[config.mk]
export PLATFORM = sky130hd
export DESIGN_NAME = ip_flow_key_extractor
export DESIGN_NICKNAME = d
export VERILOG_FILES = /design/src/sv/ifke_pkg.sv /design/src/sv/ifke_capture.sv /design/src/sv/ifke_check.sv /design/src/sv/ip_flow_key_extractor.sv
export SDC_FILE = /design/constraint.sdc
export NUM_CORES = 1
export LEC_CHECK = 0
export BUFFER_PORTS_ARGS = -buffer_cell sky130_fd_sc_hd__buf_2
export CORE_ASPECT_RATIO = 1.1
export CORE_MARGIN = 4
export CORE_UTILIZATION = 54
export DETAILED_ROUTE_END_ITERATION = 12
export PLACE_DENSITY = 0.78
export RECOVER_POWER = 50
export REMOVE_ABC_BUFFERS = 1
export SLEW_MARGIN = 20
export SYNTH_ARGS = -nofsm -noshare
export SYNTH_HDL_FRONTEND = slang
export SYNTH_SLANG_ARGS = --single-unit
[constraint.sdc]
create_clock -name clk -period 8 [get_ports clk]
set_clock_uncertainty 0.1 [all_clocks]
set_input_delay 1.2 -clock clk [delete_from_list [all_inputs] [get_ports clk]]
set_output_delay 1.2 -clock clk [all_outputs]
set_load 0.02 [all_outputs]
[src/sv/ifke_pkg.sv]
// Shared types, codes and helpers for the IPv4 flow key extractor.
package ifke_pkg;

    localparam int unsigned POS_W = 7;    // frame byte count, saturates at 127
    localparam int unsigned ETH_HDR_BYTES = 14;
    localparam int unsigned AF_GLUE_DEFAULT = 1;
    localparam logic [15:0] ETHERTYPE_IPV4 = 16'h0800;
    localparam logic [7:0]  AF_INET = 8'd2;
    localparam logic [3:0]  IP_VERSION_4 = 4'd4;
    localparam logic [5:0]  IP_MIN_HDR = 6'd20;

    localparam logic [7:0] PROTO_ICMP = 8'd1;
    localparam logic [7:0] PROTO_TCP  = 8'd6;
    localparam logic [7:0] PROTO_UDP  = 8'd17;

    localparam logic [4:0] TCP_MIN_BYTES  = 5'd20;
    localparam logic [4:0] UDP_MIN_BYTES  = 5'd8;
    localparam logic [4:0] ICMP_MIN_BYTES = 5'd8;

    typedef enum logic [1:0] {
        LT_ETH  = 2'd0,
        LT_RAW  = 2'd1,
        LT_GLUE = 2'd2,
        LT_NONE = 2'd3
    } link_t;

    typedef enum logic [0:0] {
        CFG_LINK_TYPE = 1'b0,
        CFG_VERBOSE   = 1'b1
    } cfg_idx_t;

    typedef enum logic [2:0] {
        ST_OK        = 3'd0,
        ST_SHORT     = 3'd1,
        ST_NOT_IPV4  = 3'd2,
        ST_BAD_VER   = 3'd3,
        ST_BAD_HLEN  = 3'd4,
        ST_TRUNC     = 3'd5
    } status_t;

    // Header fields of one complete frame, handed from capture to check
    typedef struct packed {
        logic [POS_W-1:0] n_bytes;
        logic [15:0]      link_word;
        logic [7:0]       ver_ihl;
        logic [15:0]      length;
        logic [12:0]      frag_off;
        logic [7:0]       protocol;
        logic [31:0]      src;
        logic [31:0]      dst;
        logic [31:0]      transport;
    } frame_sum_t;

    typedef struct packed {
        logic [39:0] bytes_total;
        logic [31:0] packets_total;
        logic [15:0] ip_length;
        logic [31:0] ports_word;
        logic [7:0]  protocol;
        logic [31:0] dst_addr;
        logic [31:0] src_addr;
        status_t     status;
    } result_t;

    function automatic logic [POS_W-1:0] link_len(input link_t lt, input int unsigned glue);
        logic [POS_W-1:0] len;
        len = '0;
        case (lt)
            LT_ETH:  len = POS_W'(ETH_HDR_BYTES);
            LT_GLUE: len = POS_W'(glue);
            default: len = '0;
        endcase
        return len;
    endfunction

endpackage

[src/sv/ifke_capture.sv]
// Per-byte header capture; hands a frame summary on at the last byte.
module ifke_capture
    import ifke_pkg::*;
#(
    parameter int unsigned AF_GLUE_BYTES = AF_GLUE_DEFAULT
)(
    input  logic       clk,
    input  logic       rst_n,
    input  link_t      link_type,
    input  logic       in_valid,
    output logic       in_ready,
    input  logic [7:0] data_byte,
    input  logic       last_byte,
    output logic       sum_valid,
    input  logic       sum_ready,
    output frame_sum_t sum
);

    logic [POS_W-1:0] pos_reg, pos_next, pos_inc;
    logic [15:0]      link_word_reg, link_word_next;
    logic [7:0]       ver_ihl_reg, ver_ihl_next;
    logic [15:0]      length_reg, length_next;
    logic [12:0]      frag_reg, frag_next;
    logic [7:0]       proto_reg, proto_next;
    logic [31:0]      src_reg, src_next;
    logic [31:0]      dst_reg, dst_next;
    logic [31:0]      tw_reg, tw_next;
    logic             sum_valid_reg, sum_valid_next;
    frame_sum_t       sum_reg, sum_next;

    logic [POS_W-1:0] hdr_len;
    logic [POS_W-1:0] off;
    logic [POS_W-1:0] ihl_bytes;
    logic             accept;

    assign in_ready  = !sum_valid_reg || sum_ready;
    assign accept    = in_valid && in_ready;
    assign sum_valid = sum_valid_reg;
    assign sum       = sum_reg;

    assign hdr_len   = link_len(link_type, AF_GLUE_BYTES);
    assign off       = pos_reg - hdr_len;
    assign ihl_bytes = {1'b0, ver_ihl_reg[3:0], 2'b00};
    assign pos_inc   = (pos_reg == {POS_W{1'b1}}) ? pos_reg : pos_reg + POS_W'(1);

    always_comb
    begin
        link_word_next = link_word_reg;
        ver_ihl_next   = ver_ihl_reg;
        length_next    = length_reg;
        frag_next      = frag_reg;
        proto_next     = proto_reg;
        src_next       = src_reg;
        dst_next       = dst_reg;
        tw_next        = tw_reg;

        if (link_type == LT_ETH && (pos_reg == POS_W'(12) || pos_reg == POS_W'(13)))
        begin
            link_word_next = {link_word_reg[7:0], data_byte};
        end
        if (link_type == LT_GLUE && pos_reg < hdr_len)
        begin
            // leading glue bytes must be zero; a nonzero one sticks in bit 15
            if (pos_reg + POS_W'(1) == hdr_len)
            begin
                link_word_next = {link_word_reg[15], 7'd0, data_byte};
            end
            else if (data_byte != 8'd0)
            begin
                link_word_next[15] = 1'b1;
            end
        end
        if (link_type != LT_NONE && pos_reg >= hdr_len)
        begin
            case (off)
                POS_W'(0):  ver_ihl_next = data_byte;
                POS_W'(2),
                POS_W'(3):  length_next = {length_reg[7:0], data_byte};
                POS_W'(6),
                POS_W'(7):  frag_next = {frag_reg[4:0], data_byte};
                POS_W'(9):  proto_next = data_byte;
                POS_W'(12),
                POS_W'(13),
                POS_W'(14),
                POS_W'(15): src_next = {src_reg[23:0], data_byte};
                POS_W'(16),
                POS_W'(17),
                POS_W'(18),
                POS_W'(19): dst_next = {dst_reg[23:0], data_byte};
                default:    ;
            endcase
            if (ihl_bytes >= POS_W'(IP_MIN_HDR) && off >= ihl_bytes
                && (off - ihl_bytes) < POS_W'(4))
            begin
                tw_next = {tw_reg[23:0], data_byte};
            end
        end
    end

    always_comb
    begin
        sum_next.n_bytes   = pos_inc;
        sum_next.link_word = link_word_next;
        sum_next.ver_ihl   = ver_ihl_next;
        sum_next.length    = length_next;
        sum_next.frag_off  = frag_next;
        sum_next.protocol  = proto_next;
        sum_next.src       = src_next;
        sum_next.dst       = dst_next;
        sum_next.transport = tw_next;

        pos_next = pos_reg;
        if (accept)
        begin
            pos_next = last_byte ? '0 : pos_inc;
        end

        sum_valid_next = sum_valid_reg;
        if (accept && last_byte)
        begin
            sum_valid_next = 1'b1;
        end
        else if (sum_ready)
        begin
            sum_valid_next = 1'b0;
        end
    end

    always_ff @(posedge clk or negedge rst_n)
    begin
        if (!rst_n)
        begin
            pos_reg       <= '0;
            link_word_reg <= '0;
            ver_ihl_reg   <= '0;
            length_reg    <= '0;
            frag_reg      <= '0;
            proto_reg     <= '0;
            src_reg       <= '0;
            dst_reg       <= '0;
            tw_reg        <= '0;
            sum_valid_reg <= 1'b0;
        end
        else
        begin
            pos_reg       <= pos_next;
            sum_valid_reg <= sum_valid_next;
            if (accept)
            begin
                if (last_byte)
                begin
                    link_word_reg <= '0;
                    ver_ihl_reg   <= '0;
                    length_reg    <= '0;
                    frag_reg      <= '0;
                    proto_reg     <= '0;
                    src_reg       <= '0;
                    dst_reg       <= '0;
                    tw_reg        <= '0;
                end
                else
                begin
                    link_word_reg <= link_word_next;
                    ver_ihl_reg   <= ver_ihl_next;
                    length_reg    <= length_next;
                    frag_reg      <= frag_next;
                    proto_reg     <= proto_next;
                    src_reg       <= src_next;
                    dst_reg       <= dst_next;
                    tw_reg        <= tw_next;
                end
            end
        end
    end

    always_ff @(posedge clk)
    begin
        if (accept && last_byte)
        begin
            sum_reg <= sum_next;
        end
    end

endmodule

[src/sv/ifke_check.sv]
// Frame checks, running totals and the result register.
module ifke_check
    import ifke_pkg::*;
#(
    parameter int unsigned AF_GLUE_BYTES = AF_GLUE_DEFAULT
)(
    input  logic       clk,
    input  logic       rst_n,
    input  link_t      link_type,
    input  logic       verbose_mode,
    input  logic       sum_valid,
    output logic       sum_ready,
    input  frame_sum_t sum,
    output logic       out_valid,
    input  logic       out_ready,
    output result_t    result
);

    logic [31:0] packets_reg, packets_next;
    logic [39:0] bytes_reg, bytes_next;
    logic        out_valid_reg, out_valid_next;
    result_t     result_reg, result_next;

    logic [POS_W-1:0] hdr_len;
    logic [POS_W-1:0] ihl_bytes;
    logic [POS_W-1:0] need_lim;
    logic [4:0]       need;
    status_t          st;
    logic [31:0]      ports;
    logic [7:0]       proto;
    logic             take;

    assign sum_ready = !out_valid_reg || out_ready;
    assign take      = sum_valid && sum_ready;
    assign out_valid = out_valid_reg;
    assign result    = result_reg;

    assign hdr_len   = link_len(link_type, AF_GLUE_BYTES);
    assign ihl_bytes = {1'b0, sum.ver_ihl[3:0], 2'b00};
    assign need_lim  = hdr_len + ihl_bytes + POS_W'(need);

    always_comb
    begin
        need = 5'd0;
        case (sum.protocol)
            PROTO_TCP:  need = TCP_MIN_BYTES;
            PROTO_UDP:  need = UDP_MIN_BYTES;
            PROTO_ICMP: need = ICMP_MIN_BYTES;
            default:    need = 5'd0;
        endcase
    end

    always_comb
    begin
        st    = ST_OK;
        ports = '0;
        proto = '0;
        if (link_type == LT_NONE)
        begin
            st = ST_NOT_IPV4;
        end
        else if (sum.n_bytes < hdr_len)
        begin
            st = ST_SHORT;
        end
        else if (link_type == LT_ETH && sum.link_word != ETHERTYPE_IPV4)
        begin
            st = ST_NOT_IPV4;
        end
        else if (link_type == LT_GLUE && sum.link_word != {8'd0, AF_INET})
        begin
            st = ST_NOT_IPV4;
        end
        else if (sum.n_bytes < hdr_len + POS_W'(IP_MIN_HDR))
        begin
            st = ST_SHORT;
        end
        else if (sum.ver_ihl[7:4] != IP_VERSION_4)
        begin
            st = ST_BAD_VER;
        end
        else if (ihl_bytes < POS_W'(IP_MIN_HDR))
        begin
            st = ST_BAD_HLEN;
        end
        else if (verbose_mode)
        begin
            proto = sum.protocol;
            // later fragments carry no transport header
            if (sum.frag_off == '0)
            begin
                if (need != 5'd0 && sum.n_bytes < need_lim)
                begin
                    st = ST_TRUNC;
                end
                else if (sum.protocol == PROTO_TCP || sum.protocol == PROTO_UDP)
                begin
                    ports = sum.transport;
                end
                else if (sum.protocol == PROTO_ICMP)
                begin
                    ports = {sum.transport[23:16], 8'd0, sum.transport[31:24], 8'd0};
                end
            end
        end
    end

    always_comb
    begin
        packets_next = packets_reg;
        bytes_next   = bytes_reg;
        if (take && st == ST_OK)
        begin
            packets_next = packets_reg + 32'd1;
            bytes_next   = bytes_reg + {24'd0, sum.length};
        end

        result_next.status        = st;
        result_next.src_addr      = (st == ST_OK) ? sum.src : '0;
        result_next.dst_addr      = (st == ST_OK) ? sum.dst : '0;
        result_next.protocol      = (st == ST_OK) ? proto : '0;
        result_next.ports_word    = (st == ST_OK) ? ports : '0;
        result_next.ip_length     = (st == ST_OK) ? sum.length : '0;
        result_next.packets_total = packets_next;
        result_next.bytes_total   = bytes_next;

        out_valid_next = out_valid_reg;
        if (take)
        begin
            out_valid_next = 1'b1;
        end
        else if (out_ready)
        begin
            out_valid_next = 1'b0;
        end
    end

    always_ff @(posedge clk or negedge rst_n)
    begin
        if (!rst_n)
        begin
            packets_reg   <= '0;
            bytes_reg     <= '0;
            out_valid_reg <= 1'b0;
        end
        else
        begin
            packets_reg   <= packets_next;
            bytes_reg     <= bytes_next;
            out_valid_reg <= out_valid_next;
        end
    end

    always_ff @(posedge clk)
    begin
        if (take)
        begin
            result_reg <= result_next;
        end
    end

endmodule

[src/sv/ip_flow_key_extractor.sv]
// Top level of the IPv4 flow key extractor.
//
//  channel   dir  width  contents
//  s_axis    in   8+1    frame byte in tdata, tlast on the final byte
//  m_axis    out  200    one result word per frame
//  cfg       in   1+2    register write: index, data
//
// One byte is taken per cycle unless the input is stalled. Bytes update the
// header capture registers as they arrive; the last byte moves the frame summary
// into the summary register, and the check stage registers the result word once
// the result register is free. A stalled result holds the check stage; bytes flow
// until a frame end fills the summary register, and stop while it stays full.
// Reset clears the configuration, the frame capture and the running totals.
module ip_flow_key_extractor
    import ifke_pkg::*;
#(
    parameter int unsigned AF_GLUE_BYTES = AF_GLUE_DEFAULT
)(
    input  logic         clk,
    input  logic         rst_n,
    input  logic         s_axis_tvalid,
    output logic         s_axis_tready,
    input  logic [7:0]   s_axis_tdata,   // [7:0] data_byte
    input  logic         s_axis_tlast,   // last_byte
    output logic         m_axis_tvalid,
    input  logic         m_axis_tready,
    // [2:0] status, [34:3] src_addr, [66:35] dst_addr, [74:67] protocol,
    // [106:75] ports_word, [122:107] ip_length, [154:123] packets_total,
    // [194:155] bytes_total, [199:195] zero
    output logic [199:0] m_axis_tdata,
    input  logic         cfg_we,
    input  logic [0:0]   cfg_index,
    input  logic [1:0]   cfg_data
);

    link_t      link_type_reg;
    logic       verbose_reg;
    logic       sum_valid;
    logic       sum_ready;
    frame_sum_t sum;
    result_t    result;

    always_ff @(posedge clk or negedge rst_n)
    begin
        if (!rst_n)
        begin
            link_type_reg <= LT_ETH;
            verbose_reg   <= 1'b0;
        end
        else if (cfg_we)
        begin
            unique case (cfg_idx_t'(cfg_index))
                CFG_LINK_TYPE: link_type_reg <= link_t'(cfg_data);
                CFG_VERBOSE:   verbose_reg   <= cfg_data[0];
                default:       ;
            endcase
        end
    end

    ifke_capture #(
        .AF_GLUE_BYTES (AF_GLUE_BYTES)
    ) u_capture (
        .clk       (clk),
        .rst_n     (rst_n),
        .link_type (link_type_reg),
        .in_valid  (s_axis_tvalid),
        .in_ready  (s_axis_tready),
        .data_byte (s_axis_tdata),
        .last_byte (s_axis_tlast),
        .sum_valid (sum_valid),
        .sum_ready (sum_ready),
        .sum       (sum)
    );

    ifke_check #(
        .AF_GLUE_BYTES (AF_GLUE_BYTES)
    ) u_check (
        .clk          (clk),
        .rst_n        (rst_n),
        .link_type    (link_type_reg),
        .verbose_mode (verbose_reg),
        .sum_valid    (sum_valid),
        .sum_ready    (sum_ready),
        .sum          (sum),
        .out_valid    (m_axis_tvalid),
        .out_ready    (m_axis_tready),
        .result       (result)
    );

    assign m_axis_tdata = {5'd0, result};

    // input only stalls while a finished frame waits for the result register
    assert property (@(posedge clk) disable iff (!rst_n)
        !s_axis_tready |-> sum_valid && !sum_ready)
        else $error("input stalled without a pending frame");

    assert property (@(posedge clk) disable iff (!rst_n)
        m_axis_tvalid && result.status != ST_OK |->
            result.src_addr == '0 && result.dst_addr == '0 && result.ports_word == '0)
        else $error("error result carries header fields");

    assert property (@(posedge clk) disable iff (!rst_n)
        m_axis_tvalid && result.protocol != '0 |-> verbose_reg)
        else $error("protocol given outside verbose mode");

    assert property (@(posedge clk) disable iff (!rst_n)
        sum_valid && sum_ready && $past(m_axis_tvalid && m_axis_tready && sum_valid
            && sum_ready && result.status == ST_OK)
        |=> m_axis_tvalid)
        else $error("result lost after back-to-back frames");

    assert property (@(posedge clk) disable iff (!rst_n)
        m_axis_tvalid && m_axis_tready && result.status == ST_OK
        |=> result.packets_total == $past(result.packets_total) + 32'd1 || !m_axis_tvalid
            || $past(result.packets_total) == result.packets_total - 32'd1
            || result.status != ST_OK || $stable(result.packets_total) == 1'b0)
        else $error("packet total out of step");

endmodule
==> impl_metrics.py, run 1 <==
metrics = {
    "run_status": {
        "run_status": "finished, violations left",
        "violated_checks": "capacitance limit, slew limit",
    },
    "die": {
        "design.core.area_mm2": 0.0491,
        "die-width_um": 221,
        "die_h_um": 242,
        "io-pin-count": 219,
        "start_util_pct": 54.8,
        "row_count": 85,
        "die_footprint_mm2": 0.0535,
    },
    "yosys": {
        "synth_largest_type_area_fraction_pct": 40.0,
        "synth_edf_count": 359,
        "synth_common_cells": "438 x sky130_fd_sc_hd__nand2_1, 359 x sky130_fd_sc_hd__edfxtp_1, 241 x sky130_fd_sc_hd__dfrtp_1, 120 x sky130_fd_sc_hd__and2_1, 102 x sky130_fd_sc_hd__o21ai_0",
        "syn_area_mm2": 0.0269,
        "post_synth_inst_count": 2235,
        "yosys.area.top_type": "sky130_fd_sc_hd__edfxtp_1",
        "synth_cell_types": 90,
        "synth_seq_area_share_pct": 62.4,
        "synthArstFlopShare_pct": 40.2,
        "yosysWarnings": 0,
        "most_common_cell_in_the_synthesized_netlist": "sky130_fd_sc_hd__nand2_1",
        "syn-mean-instance-area_um2": 12.1,
        "yosys_register_bits": 600,
        "most_used_flip_flop_cell_after_synthesis": "sky130_fd_sc_hd__edfxtp_1",
        "post_synth_main_area_contributors": "sky130_fd_sc_hd__edfxtp_1 40%, sky130_fd_sc_hd__dfrtp_1 22%, sky130_fd_sc_hd__nand2_1 6.1%",
    },
    "drt": {
        "wl_um": 62000,
        "initialDrtViolationCount": 2147,
        "pre_antenna_drt_iters": 6,
        "detail-route-antenna-nets": 0,
        "drt-wirelength-per-cell_um": 20.0,
        "num_vias": 18300,
        "post_drt_via_cell_ratio": 5.92,
        "detail_route.drc_violations": 0,
    },
    "critical_path": {
        "critical_path_sink_type": "flip-flop",
        "slowest_delay_ns": 1.02,
        "worst-endpoint-arrival_ns": 6.69,
        "critical_path.max_fanout": 32,
        "crit_type": "flip-flop to flip-flop",
        "cpMaxStageDelayCell": "sky130_fd_sc_hd__a21boi_0",
        "critical-path-top-cell-by-count": "sky130_fd_sc_hd__nor2_1",
        "crit_path_cell_trace": "nor2_1 > inv_1 > ha_1 > nor2b_1 > o21ai_0 > a21boi_0 > nor2_1 > fa_1 > xnor2_1 > nand4b_1 > a221oi_1 > o211a_1 > o311a_1 > buf_4 > nand2_2 > o221ai_1",
        "required_ns": 8.40,
        "cp_num_buf_inv": 2,
        "critPathLaunchType": "flip-flop",
        "critical-path-top-delay-family": "compound AO/OA/AOI/OAI gates",
    },
    "flow_run": {
        "max_cap_viol_count": 5,
    },
    "sta": {
        "minimum_clock_period_ns": 6.29,
        "setup-violations-final": 0,
        "timing_max_transition_violations_final": 438,
        "final_min_period_over_clock_period_pct": 78.6,
        "tns_ns": 0,
        "tightestPinTransition_ns": 5.27,
        "fmax_ghz": 0.159,
        "grt_setup_unrepaired": "false",
        "final_hold_viol_count": 0,
        "maxSlewHeadroom_pct": -252,
    },
    "placed_design": {
        "dp_hpwl_um": 39200,
        "gpl.final_weighted_congestion": 0.876,
        "placement.io_buffers": 213,
    },
    "layout": {
        "area_growth_syn_to_layout_pct": 11.5,
        "design.final.nets": 2466,
        "fillerInstances": 3893,
        "n_antenna_cell": 0,
        "largest_register_ffs": 195,
        "fin_util_pct": 61.1,
        "post_route_cells_drive_above_1_share_pct": 9.36,
    },
    "cts": {
        "cts-root-buf": "sky130_fd_sc_hd__clkbuf_16",
        "h-tree-depth": 2,
        "cts_made_buffers": 58,
        "postCtsResizedCells": 0,
        "clock_latency_ns": 0.63,
        "postCtsSetupRepairBufs": 0,
        "tritoncts": "done",
        "clkTransAtPathRegs_ns": 0.06,
        "clock_path_buffers": 3,
        "hold_buffers_post_cts": 0,
        "tritoncts_num_sinks": 600,
    },
    "global_routing": {
        "first_global_vias": 18400,
        "grt_antenna_before_repair": 0,
        "grt_overflow_total": 0,
        "overall_global_routing_resource_usage_pct": 22.7,
        "first_pass_grt_wire_length_um": 99800,
        "maximum_number_of_pins_on_one_net_before_global_route_repair": 136,
    },
    "pwr": {
        "power_density_mw_per_mm2": 262,
        "irDropWorstVdd_mv": 0.194,
        "leakage_uw": 0.0119,
        "power_uw": 7880,
    },
    "hold_path": {
        "hold_class": "flip-flop to flip-flop",
    },
}
[placed cells by master (no fill, tap or decap), types with 7 or more instances in the layout]
cell,n
sky130_fd_sc_hd__o21ai_0,103
sky130_fd_sc_hd__nand2_1,436
sky130_fd_sc_hd__nor4_1,29
sky130_fd_sc_hd__a31oi_1,7
sky130_fd_sc_hd__nand4_1,15
sky130_fd_sc_hd__o211ai_1,24
sky130_fd_sc_hd__nor2_1,60
sky130_fd_sc_hd__a21oi_1,27
sky130_fd_sc_hd__clkinv_2,13
sky130_fd_sc_hd__edfxtp_1,359
sky130_fd_sc_hd__inv_1,34
sky130_fd_sc_hd__buf_4,22
sky130_fd_sc_hd__and2_1,119
sky130_fd_sc_hd__and3_1,24
sky130_fd_sc_hd__dfrtp_1,241
sky130_fd_sc_hd__nor4b_1,31
sky130_fd_sc_hd__ha_1,45
sky130_fd_sc_hd__a21boi_0,9
sky130_fd_sc_hd__xor2_1,61
sky130_fd_sc_hd__nor3_1,44
sky130_fd_sc_hd__o31ai_1,8
sky130_fd_sc_hd__nand2b_1,9
sky130_fd_sc_hd__buf_2,14
sky130_fd_sc_hd__nor2b_1,29
sky130_fd_sc_hd__a221o_1,24
sky130_fd_sc_hd__nand3_1,48
sky130_fd_sc_hd__mux2_2,67
sky130_fd_sc_hd__a21o_1,10
sky130_fd_sc_hd__mux2i_1,30
sky130_fd_sc_hd__a311o_1,8
sky130_fd_sc_hd__a22oi_1,16
sky130_fd_sc_hd__o221ai_1,64
sky130_fd_sc_hd__xnor2_1,14
sky130_fd_sc_hd__clkbuf_1,214
sky130_fd_sc_hd__clkbuf_16,58
[kinds of logic (layout without fill, tap and decap cells)]
family	count (synthesis)	in the layout	synth area share, %
buffers and inverters	174	382	2.88
multiplexers	100	100	4.04
flip-flops	600	600	62.4
other	1	5	0.0139
AND/OR/NAND/NOR	883	883	16.1
XOR/XNOR	76	76	2.47
adder cells (fa/ha/maj)	51	51	2.53
AO/OA/AOI/OAI	350	350	9.54
[report_power, final]
part | internal (uW) | leakage, uW | switching (uW)
sequential | 3760 | 0.00676 | 285
clock | 1520 | 0.000913 | 1160
combinational | 423 | 0.00423 | 736
[cell type report]
type | count | area [um2] | area share [%]
multi-input combinational | 1465 | 9400 | 31.3
clock buffer | 79 | 1590 | 5.29
sequential | 600 | 16800 | 56.0
tap | 652 | 816 | 2.72
timing repair buffer | 238 | 1010 | 3.37
clock inverter | 30 | 273 | 0.908
inverter | 35 | 133 | 0.441
[layer usage]
metal  vias up  track usage, %  routed length (um)
li1       8441               -                   -
met1      9086            30.9               26100
met2       681            37.3               30000
met3       125            3.87                3830
met4         0            8.13                2060
met5         -               0                   0
[final timing paths]
path,from,endpoint,slack (ns),cells past startpoint
max in group asynchronous,rst_n,u_check.bytes_reg[22],3.44,2
min in group asynchronous,rst_n,u_capture.tw_reg[25],0.51,1
max,link_type_reg[0],u_capture.tw_reg[1],1.71,16
min reg2reg,u_check.bytes_reg[39],u_check.bytes_reg[39],0.36,1
max reg2reg,link_type_reg[0],u_capture.tw_reg[1],1.71,16
min,u_check.bytes_reg[39],u_check.bytes_reg[39],0.36,1
[per-stage QoR]
stage	cells	hold WS (ns)	area [um2]	setup WS, ns
6_report	3099	0.364	30000	1.71
5_1_grt	3099	0.390	30000	1.20
4_1_cts	3099	0.362	30400	1.78
3_5_place_dp	2990	0.347	28500	1.82
3_3_place_gp	2989	0.350	28500	2.09
2_1_floorplan	2100	0.332	26300	-5.35
Note: power is estimated with default switching activity, not from simulation.
==> inputs of run 2 (changes only) <==
- clock period: 8 -> 5.4 ns (I/O delays scaled with it)
==> run 2 against run 1 <==
Compared with the run above:
- global-route usage grew 0.35 points
- non-clock buffer count grew 17
- highest routed layer unchanged
- register-to-register slack lost 1.4 ns
- critical path type unchanged
- core utilization grew 0.59 points
- sequential cell count is the same
- the run still ends with capacitance limit, slew limit left
- setup slack lost 1.4 ns
- wire length grew 1.7%
==> impl_metrics.py, run 2 (synthesis results as in run 1) <==
metrics = {
    "placed_design": {
        "gpl.final_weighted_congestion": 0.903,
        "number_of_placed_instances_taps_included": 3007,
        "placement.io_buffers": 213,
        "dp_hpwl_um": 39800,
    },
    "die": {
        "die_footprint_mm2": 0.0535,
        "design.core.area_mm2": 0.0491,
        "row_count": 85,
        "start_util_pct": 54.8,
        "die-width_um": 221,
        "die_h_um": 242,
        "io-pin-count": 219,
    },
    "sta": {
        "final_hold_viol_count": 0,
        "tightestPinTransition_ns": 3.15,
        "timing_max_transition_violations_final": 464,
        "fmax_ghz": 0.196,
        "setup-violations-final": 0,
        "tns_ns": 0,
        "final_min_period_over_clock_period_pct": 94.7,
        "grt_setup_unrepaired": "false",
        "maxSlewHeadroom_pct": -110,
        "minimum_clock_period_ns": 5.11,
        "whs_ns": 0.363,
    },
    "global_routing": {
        "grt_antenna_before_repair": 1,
        "maximum_number_of_pins_on_one_net_before_global_route_repair": 145,
        "global_route.usage.met1_pct": 31.1,
        "overall_global_routing_resource_usage_pct": 23.1,
        "first_global_vias": 18500,
        "gr-max-usage-layer": "met2",
        "groute.layer.met2.usage_pct": 37.8,
        "groute.layer.met3.usage_pct": 4.05,
        "grt_overflow_total": 0,
        "first_pass_grt_wire_length_um": 101000,
    },
    "layout": {
        "post_route_cells_drive_above_1_share_pct": 10.2,
        "fin_util_pct": 61.7,
        "fillerInstances": 3828,
        "finish.cell_count_without_fillers": 3118,
        "largest_register_ffs": 195,
        "layout_common_cells": "438 x sky130_fd_sc_hd__nand2_1, 359 x sky130_fd_sc_hd__edfxtp_1, 241 x sky130_fd_sc_hd__dfrtp_1",
        "layout_commonest_cell": "sky130_fd_sc_hd__nand2_1",
        "design.final.nets": 2483,
        "area_growth_syn_to_layout_pct": 12.5,
    },
    "critical_path": {
        "crit_type": "flip-flop to flip-flop",
        "r2r.worst_path.cells": 15,
        "rr_endpoint": "u_check.result[185]",
        "critical_path_sink_type": "flip-flop",
        "critPathLaunchType": "flip-flop",
        "critical_path.max_fanout": 21,
        "r2r-start": "u_capture.sum[99]",
        "worst-endpoint-arrival_ns": 5.33,
        "r2r_setup_slack_ns": 0.29,
        "required_ns": 5.62,
    },
    "cts": {
        "tritoncts_num_sinks": 600,
        "h-tree-depth": 2,
        "clkTransAtPathRegs_ns": 0.06,
        "clock_path_buffers": 3,
        "postCtsSetupRepairBufs": 0,
        "tritoncts": "done",
        "hold_buffers_post_cts": 0,
        "cts-root-buf": "sky130_fd_sc_hd__clkbuf_16",
        "cts_made_buffers": 58,
        "postCtsResizedCells": 0,
        "clock_latency_ns": 0.62,
    },
    "drt": {
        "detail-route-antenna-nets": 0,
        "drt-wirelength-per-cell_um": 20.2,
        "pre_antenna_drt_iters": 6,
        "wl_um": 63000,
        "detail_route.drc_violations": 0,
        "post_drt_via_cell_ratio": 5.93,
        "num_vias": 18500,
        "initialDrtViolationCount": 1847,
    },
    "hold_path": {
        "worstHoldPathCells": 1,
        "min_delay_worst_endpoint": "u_check.bytes_reg[39]",
        "hold_crit_start": "u_check.bytes_reg[39]",
        "hold_class": "flip-flop to flip-flop",
    },
    "pwr": {
        "power_density_mw_per_mm2": 390,
        "internal_power_uw": 8580,
        "net-switching-power_uw": 3250,
        "sequentialPowerShare_pct": 50.6,
        "fraction_of_power_consumed_by_combinational_cells_pct": 14.7,
        "leakage_uw": 0.0121,
        "switching_share_pct": 27.5,
        "clock_power_share_pct": 34.7,
        "irDropWorstVdd_mv": 0.258,
    },
    "run_status": {
        "violated_checks": "capacitance limit, slew limit",
        "run_status": "finished, violations left",
    },
    "flow_run": {
        "max_cap_viol_count": 5,
    },
}
[run 2: cell count changes in the layout (fill, tap and decap cells not counted), sizes merged]
cell / delta
inv: +1
clkbuf: +10
bufinv: +1
diode: +1
buf: +13
clkinv: -7
[run 2: how the worst max path moves through the flow]
stage / start / to / slack, ns / depth (start not counted)
4_1_cts: u_capture.sum[99] / u_check.result[185] / 0.33 / 15
2_1_floorplan: m_axis_tready / u_capture.sum[0] / -7.56 / 3
5_1_grt: u_capture.sum[99] / u_check.result[143] / 0.04 / 15
6_report: u_capture.sum[99] / u_check.result[185] / 0.29 / 15
3_5_place_dp: u_capture.sum[99] / u_check.result[185] / 0.37 / 15
3_3_place_gp: u_capture.sum[99] / u_check.result[5] / 0.13 / 15
[run 2: area by class of cell]
class	count	area, um2	area share (%)
Sequential cell	600	16800	55.4
Multi-Input combinational cell	1465	9420	31.1
Clock buffer	85	1650	5.45
Timing Repair Buffer	255	1200	3.97
Tap cell	652	816	2.69
Clock inverter	25	283	0.932
Inverter	35	136	0.450
Antenna cell	1	2.50	0.00825
[run 2: through the flow]
stage	total power, uW	cell area (um2)	setup WS (ns)
CTS	11900	30700	0.333
global route	12400	30300	0.0379
floorplan	7180	26300	-7.56
finish	11800	30300	0.287
global placement	7700	28700	0.134
detailed placement	7810	28700	0.370
[run 2: worst max-delay path: stages (launching register included)]
cell and delay [ns]:
sky130_fd_sc_hd__edfxtp_1 0.38, sky130_fd_sc_hd__or4_4 0.58, sky130_fd_sc_hd__nor2_1 0.19, sky130_fd_sc_hd__fa_1 0.46, sky130_fd_sc_hd__ha_1 0.23, sky130_fd_sc_hd__fa_1 0.39
sky130_fd_sc_hd__xnor2_1 0.15, sky130_fd_sc_hd__ha_1 0.31, sky130_fd_sc_hd__and4_1 0.21, sky130_fd_sc_hd__nand4bb_1 0.13, sky130_fd_sc_hd__and4_1 0.24, sky130_fd_sc_hd__a2111oi_4 0.41
sky130_fd_sc_hd__o2111ai_2 0.18, sky130_fd_sc_hd__buf_4 0.26, sky130_fd_sc_hd__nor4b_1 0.43, sky130_fd_sc_hd__xor2_1 0.15
[run 2: metal layers]
metal	vias up	share of wire, %
met1	9212	42
met3	134	6.1
met5	-	0
met4	0	3.7
li1	8475	-
met2	671	48
[run 2: power by group through the flow]
stage	Clock, uW	Sequential, uW	Combinational (uW)
final	4100	5990	1740
after global routing	4390	6050	1960
after CTS	4180	5960	1780
after detailed placement	0	6040	1760
after global placement	0	6010	1690
after floorplan	0	6070	1110
==> inputs of run 3 (changes only) <==
- CORE_MARGIN: 4 -> 5
- CORE_UTILIZATION: 54 -> 55
- PLACE_DENSITY: 0.78 -> 0.76
- clock period: 5.4 -> 6.6 ns (I/O delays scaled with it)
==> run 3 against run 2 <==
Compared with the run above:
- the run still ends with capacitance limit, slew limit left
- sequential power shrank 18%
- wire length shrank 1.2%
- sequential cell count is the same
- largest power group unchanged
- global-route usage shrank 0.12 points
- critical endpoint is now u_capture.sum[22]
==> impl_metrics.py, run 3 (synthesis results as in run 1) <==
metrics = {
    "run_status": {
        "run_status": "finished, violations left",
        "violated_checks": "capacitance limit, slew limit",
    },
    "global_routing": {
        "first_pass_grt_wire_length_um": 101000,
        "first_global_vias": 18600,
        "overall_global_routing_resource_usage_pct": 23.0,
        "grt_overflow_total": 0,
        "maximum_number_of_pins_on_one_net_before_global_route_repair": 151,
        "groute.layer.met2.usage_pct": 38.1,
        "global_route.usage.met1_pct": 31.4,
        "gr-max-usage-layer": "met2",
        "grt_antenna_before_repair": 1,
        "groute.layer.met3.usage_pct": 3.87,
    },
    "sta": {
        "fmax_ghz": 0.174,
        "final_hold_viol_count": 0,
        "minimum_clock_period_ns": 5.76,
        "setup-violations-final": 0,
        "layout_setup_ws_ns": 0.844,
        "timing_max_transition_violations_final": 462,
        "grt_setup_unrepaired": "false",
        "maxSlewHeadroom_pct": -214,
        "tns_ns": 0,
        "tightestPinTransition_ns": 4.72,
        "final_min_period_over_clock_period_pct": 87.2,
    },
    "critical_path": {
        "r2r_setup_slack_ns": 0.90,
        "rr_endpoint": "u_capture.sum[22]",
        "critical_path_sink_type": "flip-flop",
        "critical_path.max_fanout": 53,
        "required_ns": 6.73,
        "r2r-start": "u_check.out_valid",
        "crit_type": "primary input to flip-flop",
        "worst-endpoint-arrival_ns": 5.88,
        "critPathLaunchType": "primary input",
        "r2r.worst_path.cells": 5,
    },
    "layout": {
        "post_route_cells_drive_above_1_share_pct": 9.56,
        "layout_commonest_cell": "sky130_fd_sc_hd__nand2_1",
        "n_antenna_cell": 0,
        "final_design_area_no_fill_mm2": 0.0302,
        "area_growth_syn_to_layout_pct": 11.9,
        "design.final.nets": 2473,
        "fin_util_pct": 61.9,
        "largest_register_ffs": 195,
        "finish.cell_count_without_fillers": 3109,
        "layout_common_cells": "438 x sky130_fd_sc_hd__nand2_1, 359 x sky130_fd_sc_hd__edfxtp_1, 241 x sky130_fd_sc_hd__dfrtp_1",
    },
    "pwr": {
        "internal_power_uw": 6940,
        "switching_share_pct": 27.7,
        "clock_power_share_pct": 34.5,
        "fraction_of_power_consumed_by_combinational_cells_pct": 14.5,
        "net-switching-power_uw": 2660,
        "power_density_mw_per_mm2": 318,
        "irDropWorstVdd_mv": 0.259,
        "sequentialPowerShare_pct": 51.0,
        "leakage_uw": 0.0120,
    },
    "drt": {
        "num_vias": 18500,
        "detail_route.drc_violations": 0,
        "wl_um": 62300,
        "detail-route-antenna-nets": 0,
        "drt-wirelength-per-cell_um": 20.0,
        "initialDrtViolationCount": 2165,
        "post_drt_via_cell_ratio": 5.94,
        "pre_antenna_drt_iters": 5,
    },
    "cts": {
        "cts_made_buffers": 60,
        "h-tree-depth": 2,
        "postCtsSetupRepairBufs": 0,
        "clkTransAtPathRegs_ns": 0.06,
        "clock_latency_ns": 0.63,
        "clock_path_buffers": 3,
        "tritoncts_num_sinks": 600,
        "hold_buffers_post_cts": 0,
        "postCtsResizedCells": 0,
        "cts-root-buf": "sky130_fd_sc_hd__clkbuf_16",
        "tritoncts": "done",
    },
    "hold_path": {
        "min_delay_worst_endpoint": "u_check.bytes_reg[18]",
        "hold_crit_start": "u_check.bytes_reg[18]",
        "worstHoldPathCells": 1,
        "hold_class": "flip-flop to flip-flop",
    },
    "placed_design": {
        "number_of_placed_instances_taps_included": 2995,
        "dp_hpwl_um": 39200,
        "gpl.final_weighted_congestion": 0.912,
        "placement.io_buffers": 213,
        "placed_cell_area_mm2": 0.0286,
        "detailedPlace.worstSlack_ns": 1.20,
    },
    "die": {
        "start_util_pct": 55.3,
        "die_footprint_mm2": 0.0535,
        "row_count": 85,
        "die_h_um": 242,
        "io-pin-count": 219,
        "die-width_um": 221,
        "design.core.area_mm2": 0.0487,
    },
    "flow_run": {
        "max_cap_viol_count": 7,
    },
}
## run 3: changes by cell type in the layout (fill, tap and decap cells not counted), sizes merged
cell / delta
buf: -13
bufinv: -4
clkbuf: +5
clkdlybuf4s25: +1
clkinv: +3
clkinvlp: +1
diode: -1
inv: -1
## run 3: power groups by stage
stage | logic, uW | registers (uW) | clock network (uW)
floorplan | 912 | 4960 | 0
detailed placement | 1420 | 4940 | 0
CTS | 1430 | 4880 | 3380
global placement | 1350 | 4920 | 0
global route | 1570 | 4950 | 3560
finish | 1390 | 4900 | 3310
## run 3: per-layer routing
metal	wire length (um)	vias up
met1	26400	9226
met2	30100	652
met3	3880	126
met5	0	-
met4	1870	0
li1	-	8461
## run 3: critical path, cell delays in order
cell,delay [ns]
sky130_fd_sc_hd__buf_2,0.08
sky130_fd_sc_hd__nand3b_1,0.09
sky130_fd_sc_hd__clkbuf_1,0.74
sky130_fd_sc_hd__nand2_1,0.67
sky130_fd_sc_hd__nor2_1,1.95
sky130_fd_sc_hd__clkbuf_2,1.28
## run 3: stage by stage
| stage | hold slack, ns | power (uW) |
|---|---|---|
| 4_1_cts | 0.313 | 9680 |
| 2_1_floorplan | 0.332 | 5880 |
| 5_1_grt | 0.394 | 10100 |
| 3_3_place_gp | 0.347 | 6270 |
| 6_report | 0.374 | 9600 |
| 3_5_place_dp | 0.354 | 6360 |
## run 3: how the worst max path moves through the flow
stage / startpoint / end / cells past startpoint
2_1_floorplan: m_axis_tready / u_capture.sum[0] / 3
3_3_place_gp: u_capture.sum[99] / u_check.result[31] / 15
3_5_place_dp: u_capture.sum[101] / u_check.result[185] / 14
4_1_cts: u_capture.sum[99] / u_check.result[194] / 14
5_1_grt: m_axis_tready / u_capture.sum[22] / 6
6_report: m_axis_tready / u_capture.sum[22] / 6
## run 3: area by class of cell
cell class,instances,area [um2]
clock buffers,90,1740
clock inverters,24,188
fillers,3861,18500
inverters,35,134
multi-input cells,1465,9410
flip-flops and latches,600,16800
well taps,652,816
repair buffers,243,1060
